==> config.mk <==
export PLATFORM = sky130hd
export DESIGN_NAME = periodic_event_timer_table_core
export DESIGN_NICKNAME = d
export VERILOG_FILES = /design/src/rtl/pet_pkg.sv /design/src/rtl/pet_cell.sv /design/src/rtl/periodic_event_timer_table_core.sv
export SDC_FILE = /design/constraint.sdc
export NUM_CORES = 2
export LEC_CHECK = 0
export BUFFER_PORTS_ARGS = -buffer_cell sky130_fd_sc_hd__buf_2
export CELL_PAD_IN_SITES_DETAIL_PLACEMENT = 1
export CELL_PAD_IN_SITES_GLOBAL_PLACEMENT = 1
export CORE_MARGIN = 10
export CORE_UTILIZATION = 23
export CTS_BUF_LIST = sky130_fd_sc_hd__clkbuf_16
export DETAILED_ROUTE_END_ITERATION = 7
export PLACE_DENSITY_LB_ADDON = 0.1
export SYNTH_ARGS = -nofsm -noshare
export SYNTH_HDL_FRONTEND = slang
export SYNTH_SLANG_ARGS = --single-unit
==> constraint.sdc <==
create_clock -name clk -period 5.6 [get_ports clk]
set_input_delay 0.56 -clock clk [delete_from_list [all_inputs] [get_ports clk]]
set_output_delay 0.56 -clock clk [all_outputs]
set_load 0.02 [all_outputs]
==> src/rtl/pet_pkg.sv <==
// Shared types and codes for the periodic event timer table.
// Used by pet_cell and periodic_event_timer_table_core; no dependencies.
`default_nettype none

package pet_pkg;

	// Largest table and the slot index width that covers it
	localparam int MAX_SLOTS  = 16;
	localparam int IDX_W      = 4;
	localparam int PERIOD_W   = 24;
	localparam int COUNT_W    = 16;

	// Operation codes of an input beat
	localparam logic [1:0] OP_TICK   = 2'd0;
	localparam logic [1:0] OP_ADD    = 2'd1;
	localparam logic [1:0] OP_DELETE = 2'd2;

	// Result kinds
	localparam logic [1:0] KIND_FIRED = 2'd0;
	localparam logic [1:0] KIND_ADDED = 2'd1;
	localparam logic [1:0] KIND_FULL  = 2'd2;

	typedef struct packed {
		logic [1:0]          operation;
		logic [PERIOD_W-1:0] period;
		logic [COUNT_W-1:0]  repeat_count;
		logic [IDX_W-1:0]    slot;
	} item_t;

	typedef struct packed {
		logic [1:0]       kind;
		logic [IDX_W-1:0] slot_index;
		logic             last;
	} result_t;

	// Command broadcast to every cell while the token walks the row
	typedef struct packed {
		logic                tick;
		logic                add;
		logic [PERIOD_W-1:0] period;
		logic [COUNT_W-1:0]  repeat_count;
	} cell_cmd_t;

endpackage

`default_nettype wire

==> src/rtl/pet_cell.sv <==
// One timer slot of the row: holds its countdown, period and repeat count,
// acts when the scan token reaches it and hands the token on. Uses pet_pkg.
`default_nettype none

module pet_cell (
	input  wire logic              clk,
	input  wire logic              arst_n,
	input  wire pet_pkg::cell_cmd_t ctl,
	input  wire logic              tok_in,
	input  wire logic              del,
	output logic                   tok_out,
	output logic                   hit
);

	logic                            used_q;
	logic                            tok_q;
	logic [pet_pkg::PERIOD_W-1:0]    ticks_q;
	logic [pet_pkg::PERIOD_W-1:0]    period_q;
	logic [pet_pkg::COUNT_W-1:0]     firings_q;
	logic                            limited_q;

	logic [pet_pkg::PERIOD_W-1:0]    ticks_dec;
	logic [pet_pkg::COUNT_W-1:0]     firings_dec;
	logic                            claim;
	logic                            fire;
	logic                            done;

	// Lower the countdown with a floor at zero, then check for due
	always_comb begin
		ticks_dec   = (ticks_q == '0) ? '0 : ticks_q - 1'b1;
		firings_dec = firings_q - 1'b1;
		claim       = tok_in && ctl.add && !used_q;
		fire        = tok_in && ctl.tick && used_q && (ticks_dec == '0);
		done        = (period_q == '0) || (limited_q && (firings_dec == '0));
		hit         = claim || fire;
	end

	assign tok_out = tok_q;

	// Hold occupancy and pass the token; an add stops at the claiming cell
	always_ff @(posedge clk or negedge arst_n) begin
		if (!arst_n) begin
			used_q <= 1'b0;
			tok_q  <= 1'b0;
		end else begin
			tok_q <= tok_in && !claim;
			if (del) begin
				used_q <= 1'b0;
			end else if (claim) begin
				used_q <= 1'b1;
			end else if (fire && done) begin
				used_q <= 1'b0;
			end
		end
	end

	// Slot payload: load on claim, count down or reload on tick
	always_ff @(posedge clk) begin
		if (claim) begin
			period_q  <= ctl.period;
			firings_q <= ctl.repeat_count;
			limited_q <= (ctl.repeat_count != '0);
			ticks_q   <= '0;
		end else if (fire) begin
			if (limited_q) begin
				firings_q <= firings_dec;
			end
			ticks_q <= period_q;
		end else if (tok_in && ctl.tick && used_q) begin
			ticks_q <= ticks_dec;
		end
	end

endmodule

`default_nettype wire

==> src/rtl/periodic_event_timer_table_core.sv <==
// Periodic event timer table: a row of NUM_SLOTS timer cells walked by a scan token.
// Tick: busy for the row scan and a drain state, one cell visited per cycle; each fired
// result is held until the next fire or the drain state, the final one marked last.
// Add: busy until a free cell is claimed or the row is full. Delete: no busy time.
// Results are single-cycle strobes. Reset empties every slot. Uses pet_pkg, pet_cell.
`default_nettype none

module periodic_event_timer_table_core #(
	parameter int NUM_SLOTS = pet_pkg::MAX_SLOTS
) (
	input  wire logic             clk,
	input  wire logic             arst_n,
	input  wire logic             start,
	output logic                  busy,
	input  wire pet_pkg::item_t   item,
	output logic                  strobe,
	output pet_pkg::result_t      result
);

	localparam logic [pet_pkg::IDX_W-1:0] LAST_IDX = pet_pkg::IDX_W'(NUM_SLOTS - 1);

	typedef enum logic [1:0] {
		ST_IDLE,
		ST_SCAN,
		ST_DRAIN
	} state_t;

	state_t                       state_q;
	logic [1:0]                   op_q;
	logic [pet_pkg::PERIOD_W-1:0] period_q;
	logic [pet_pkg::COUNT_W-1:0]  count_q;
	logic [pet_pkg::IDX_W-1:0]    idx_q;
	logic                         pend_v_q;
	logic [pet_pkg::IDX_W-1:0]    pend_idx_q;
	logic                         strobe_q;
	pet_pkg::result_t             result_q;

	pet_pkg::cell_cmd_t           ctl;
	logic [NUM_SLOTS-1:0]         tok;
	logic [NUM_SLOTS-1:0]         hits;
	logic                         accept;
	logic                         hit_any;

	assign busy    = (state_q != ST_IDLE);
	assign accept  = start && !busy;
	assign hit_any = |hits;
	assign strobe  = strobe_q;
	assign result  = result_q;

	// Broadcast the held command to the row
	always_comb begin
		ctl.tick         = (state_q == ST_SCAN) && (op_q == pet_pkg::OP_TICK);
		ctl.add          = (state_q == ST_SCAN) && (op_q == pet_pkg::OP_ADD);
		ctl.period       = period_q;
		ctl.repeat_count = count_q;
	end

	// Row of cells; the token enters cell 0 on the first scan cycle
	for (genvar i = 0; i < NUM_SLOTS; i++) begin : g_cell
		logic tok_in;
		if (i == 0) begin : g_head
			assign tok_in = (state_q == ST_SCAN) && (idx_q == '0);
		end else begin : g_link
			assign tok_in = tok[i-1];
		end

		pet_cell u_cell (
			.clk     (clk),
			.arst_n  (arst_n),
			.ctl     (ctl),
			.tok_in  (tok_in),
			.del     (accept && (item.operation == pet_pkg::OP_DELETE)
			          && (item.slot == pet_pkg::IDX_W'(i))),
			.tok_out (tok[i]),
			.hit     (hits[i])
		);
	end

	// Sequence the scan and register each result beat
	always_ff @(posedge clk or negedge arst_n) begin
		if (!arst_n) begin
			state_q    <= ST_IDLE;
			op_q       <= pet_pkg::OP_TICK;
			period_q   <= '0;
			count_q    <= '0;
			idx_q      <= '0;
			pend_v_q   <= 1'b0;
			pend_idx_q <= '0;
			strobe_q   <= 1'b0;
			result_q   <= '0;
		end else begin
			unique case (state_q)
				ST_IDLE: begin
					strobe_q <= 1'b0;
					if (accept) begin
						op_q     <= item.operation;
						period_q <= item.period;
						count_q  <= item.repeat_count;
						idx_q    <= '0;
						pend_v_q <= 1'b0;
						if (item.operation == pet_pkg::OP_TICK
						    || item.operation == pet_pkg::OP_ADD) begin
							state_q <= ST_SCAN;
						end
					end
				end
				ST_SCAN: begin
					idx_q <= idx_q + 1'b1;
					if (op_q == pet_pkg::OP_ADD) begin
						strobe_q <= hit_any || (idx_q == LAST_IDX);
						if (hit_any) begin
							result_q.kind       <= pet_pkg::KIND_ADDED;
							result_q.slot_index <= idx_q;
							result_q.last       <= 1'b1;
							state_q             <= ST_IDLE;
						end else if (idx_q == LAST_IDX) begin
							result_q.kind       <= pet_pkg::KIND_FULL;
							result_q.slot_index <= '0;
							result_q.last       <= 1'b1;
							state_q             <= ST_IDLE;
						end
					end else begin
						// Release the previous fire once a later one shows up
						strobe_q <= hit_any && pend_v_q;
						if (hit_any) begin
							if (pend_v_q) begin
								result_q.kind       <= pet_pkg::KIND_FIRED;
								result_q.slot_index <= pend_idx_q;
								result_q.last       <= 1'b0;
							end
							pend_v_q   <= 1'b1;
							pend_idx_q <= idx_q;
						end
						if (idx_q == LAST_IDX) begin
							state_q <= ST_DRAIN;
						end
					end
				end
				ST_DRAIN: begin
					// Flush the final fire of the tick marked last
					strobe_q <= pend_v_q;
					if (pend_v_q) begin
						result_q.kind       <= pet_pkg::KIND_FIRED;
						result_q.slot_index <= pend_idx_q;
						result_q.last       <= 1'b1;
					end
					pend_v_q <= 1'b0;
					state_q  <= ST_IDLE;
				end
				default: begin
					strobe_q <= 1'b0;
					state_q  <= ST_IDLE;
				end
			endcase
		end
	end

endmodule

`default_nettype wire

==> results.md <==
- Die X: around 530 um
- Site Rows: between 150 and 200
- Cell-internal power: 18.60 mW
- DR WL/cell: about 24 um
- Worst skew pair latency: 0.83 ns
- Crit path required time: about 6.3 ns
- Setup repair bufs after CTS: 0
- Clock root buffer: clkbuf_16
- Post-Place Setup Slack: just under 0.5 ns
- Crit end category: flip-flop
- Psw: 11.83 mW
- Reg-to-Reg End: result[0]$_DFFE_PN0P_
- Global-route wire length before repair: roughly 370000 um
- Initial DRC Count: approximately 3300
- Setup TNS: 0 ns
- Starting Density: 0.2316
- Relative slew slack: 0.2576
- GRT Resource Usage Total: 0.1700
- Fin crit share: 0.8976
- Worst Tran Pin Value: approximately 1.1 ns
- R2R depth: 13
- Final nets: between 6000 and 7000
- Critical Path Source: g_cell[11].u_cell.ticks_q[0]$_SDFFE_PP0P_
- # Max-Cap Violations: 0
- Synth cell types: 92
- Seq cells post-synth: between 1000 and 1500
- WS Path Type: reg2reg
- Final hold violation count: 0
- Leakage: between 20 and 25 nW
- Clock Power Share: 0.331
- Switching portion of total power: 0.3889
- Multi-input gate area: around 0.029 sq mm
- R2R Setup Slk: between 0.5 and 0.6 ns
- Core region area: roughly 0.26 sq mm
- Worst setup endpoint: result[0]$_DFFE_PN0P_
- Reg clk slew, reported paths: about 0.06 ns
- Antenna violations before repair: 37
- DRC: 0
- Async SR Flop Fraction: 0.08127
- Worst r2r src: g_cell[11].u_cell.ticks_q[0]$_SDFFE_PP0P_
- CTS tree: built
- Syn avg cell area: 9.069 sq um
- Synth Cell Area: between 0.06 and 0.07 sq mm
- TritonCTS Buffers: 153
- Worst setup margin: approximately 0.57 ns
- Num ports: a little under 60
- Die Ht: 532.1 um
- Clk buf depth: 3
- Clock sink count: ~1100
- Minimum clock period: 5.027 ns
- Reg area: just under 0.03 sq mm
- Pwr Density: ~430 mW/mm^2
- Area Overhead vs Synth: 16.89%
- Fin Hold WS: 0.07517 ns
- Seq pwr share: 0.401
- Post-route ant nets: 0
- WHS Path Cells: 2
- CP max FO: 10
- Fmax: 198.9 MHz
- Vias per std cell: roughly 5
- VDD IR max: 0.3234 mV
- Vias in the first global route: 53270
- Max Slew Vio Count: 0
- Outcome: finished clean
- Mapped Cells: 6651
- Routed wire length: 250500 um
- Die ar.: 0.2831 sq mm
- EDFF count, synth: around 660
- Via count: 51830
- Crit path DAT: around 5.8 ns
- Comb pwr share: 0.268
- Post-synth top flop: edfxtp_1
- Port-buffer cells: 57
- Total grt overflow: 0
- Syn nets: approximately 6800
- Pre-Repair DR Iteration Count: 5
- RSZ-0062 raised after global routing: false
- Worst hold path type: in2reg
- Fillers: between 20000 and 30000
- CTS H-tree lvls: 4
- Largest net degree at the start of global routing: between 70 and 80
- Layout cells sized above 1: 0.09162
- Ys Warns: 0
- Max Clock Skew: 0.03824 ns
- Final setup vio count: 0
- DP HPWL: 166800 um
- Worst setup SP type: flip-flop
- Final Wtd Congestion: between 0.7 and 0.8
- Register area share after synthesis: 0.4922
[through the flow]
stage / power, mW / utilization / instance area (sq um) / std cells
after floorplan: 15.99 / - / 60320 / 6651
after global placement: 20.72 / 0.2494 / 64940 / 9979
after CTS: 31.13 / 0.2706 / 70480 / 10310
after global routing: 32.16 / 0.2707 / 70490 / 10310
after detailed placement: 20.77 / 0.2494 / 64940 / 9979
final: 30.43 / 0.2708 / 70510 / 10320
[layout make-up]
cell class,instances,share of cell area
Timing Repair Buffer,280,0.02937
Antenna cell,12,0.0004259
Inverter,140,0.007453
Tap cell,3496,0.06204
Multi-Input combinational cell,4973,0.4066
Clock buffer,153,0.05430
Clock inverter,133,0.01828
Sequential cell,1132,0.4216
[how the worst min path moves through the flow]
| stage | slack [ns] | from | end |
|---|---|---|---|
| floorplan | 0.26 | arst_n | count_q[0]$_DFFE_PN0P_ |
| global placement | 0.47 | pend_idx_q[1]$_DFFE_PN0P_ | pend_idx_q[1]$_DFFE_PN0P_ |
| detailed placement | 0.47 | period_q[2]$_DFFE_PN0P_ | g_cell[14].u_cell.period_q[2]$_DFFE_PP_ |
| CTS | 0.0009 | item[3] | g_cell[14].u_cell.used_q$_DFFE_PN0P_ |
| global route | 0.04 | item[3] | g_cell[14].u_cell.used_q$_DFFE_PN0P_ |
| finish | 0.08 | item[3] | g_cell[14].u_cell.used_q$_DFFE_PN0P_ |
[cells by family after synthesis]
| family | count (synthesis) | share of synthesized area |
|---|---|---|
| and+or+nand+nor | 2937 | 0.2392 |
| AOI/OAI and AO/OA | 1535 | 0.1558 |
| DFF | 1132 | 0.4922 |
| buffers and inverters | 546 | 0.03414 |
| xor gates and xnor gates | 373 | 0.05416 |
| muxes | 74 | 0.01334 |
| adders and majority gates | 54 | 0.01120 |
[cell usage in the layout, fill, tap and decap left out, drive strengths merged, types with 44 or more instances in the layout]
| cell type | Yosys | routed |
|---|---|---|
| xnor2 | 221 | 221 |
| edfxtp | 656 | 656 |
| o31ai | 58 | 58 |
| nand2 | 619 | 619 |
| mux2 | 51 | 51 |
| nor4 | 278 | 278 |
| nand4 | 88 | 88 |
| a21oi | 458 | 458 |
| o21ai | 474 | 474 |
| clkbuf | 374 | 153 |
| inv | 136 | 192 |
| nor2 | 927 | 927 |
| clkinv | 4 | 53 |
| a22oi | 69 | 69 |
| a31oi | 58 | 58 |
| buf | 32 | 238 |
| ha | 54 | 54 |
| nand3 | 120 | 120 |
| nand3b | 49 | 49 |
| dfrtp | 92 | 92 |
| or3 | 71 | 71 |
| or4 | 62 | 62 |
| dfxtp | 384 | 384 |
| nand2b | 44 | 44 |
| xor2 | 152 | 152 |
| nor3 | 391 | 391 |
| a211oi | 178 | 178 |
[Yosys cell counts (all sizes together), types with 88 or more instances]
cell / n / area [sq um]
a211oi: 178 / 1336
xnor2: 221 / 1936
nor4: 278 / 1808
nand4: 88 / 550.5
nor2: 927 / 3480
clkbuf: 374 / 1404
edfxtp: 656 / 19700
nand2: 619 / 2323
nor3: 391 / 1972
o21ai: 474 / 2372
nand3: 120 / 605.6
a21oi: 458 / 2292
xor2: 152 / 1331
dfxtp: 384 / 7687
dfrtp: 92 / 2302
inv: 136 / 510.5
[what timing repair did]
item,in CTS,in global routing
resized for setup,0,0
hold endpoints to repair,110,0
setup endpoints to repair,0,0
hold buffers,42,0
[critical path, cell delays in order, from the launching register on]
cell	delay, ns
dfxtp_1	0.37
inv_1	0.13
ha_1	0.36
or3b_1	0.48
or2_1	0.33
or3_1	0.45
mux2i_1	0.16
o211ai_1	0.19
o21bai_1	0.23
nand3_1	0.42
nor4_2	0.75
nand3_2	0.36
o221ai_4	0.45
mux2i_1	0.26
[layer usage]
layer	routed length, um	part of all wire	global-route usage
met1	117800	0.47	0.2299
met2	119200	0.48	0.2879
met3	7359	0.029	0.01891
met4	6202	0.025	0.04325
met5	0	0	0
[sequential cells by signal, summed over array words and instances, names as in the netlist]
register                 count
count_q                     16
state_q                      2
g_cell.u_cell.firings_q    256
op_q                         2
g_cell.u_cell.tok_out       15
g_cell.u_cell.ticks_q      384
period_q                    24
strobe                       1
idx_q                        4
g_cell.u_cell.limited_q     16
g_cell.u_cell.period_q     384
pend_v_q                     1
g_cell.u_cell.used_q        16
pend_idx_q                   4
result                       7
[power groups by stage]
stage / Combinational (mW) / Clock, mW / Sequential, mW
floorplan: 4.78 / 0 / 11.2
global placement: 8.30 / 0 / 12.4
detailed placement: 8.34 / 0 / 12.4
CTS: 8.41 / 10.5 / 12.3
global route: 8.99 / 10.8 / 12.4
finish: 8.15 / 10.1 / 12.2
Note: power is estimated with default switching activity, not from simulation.
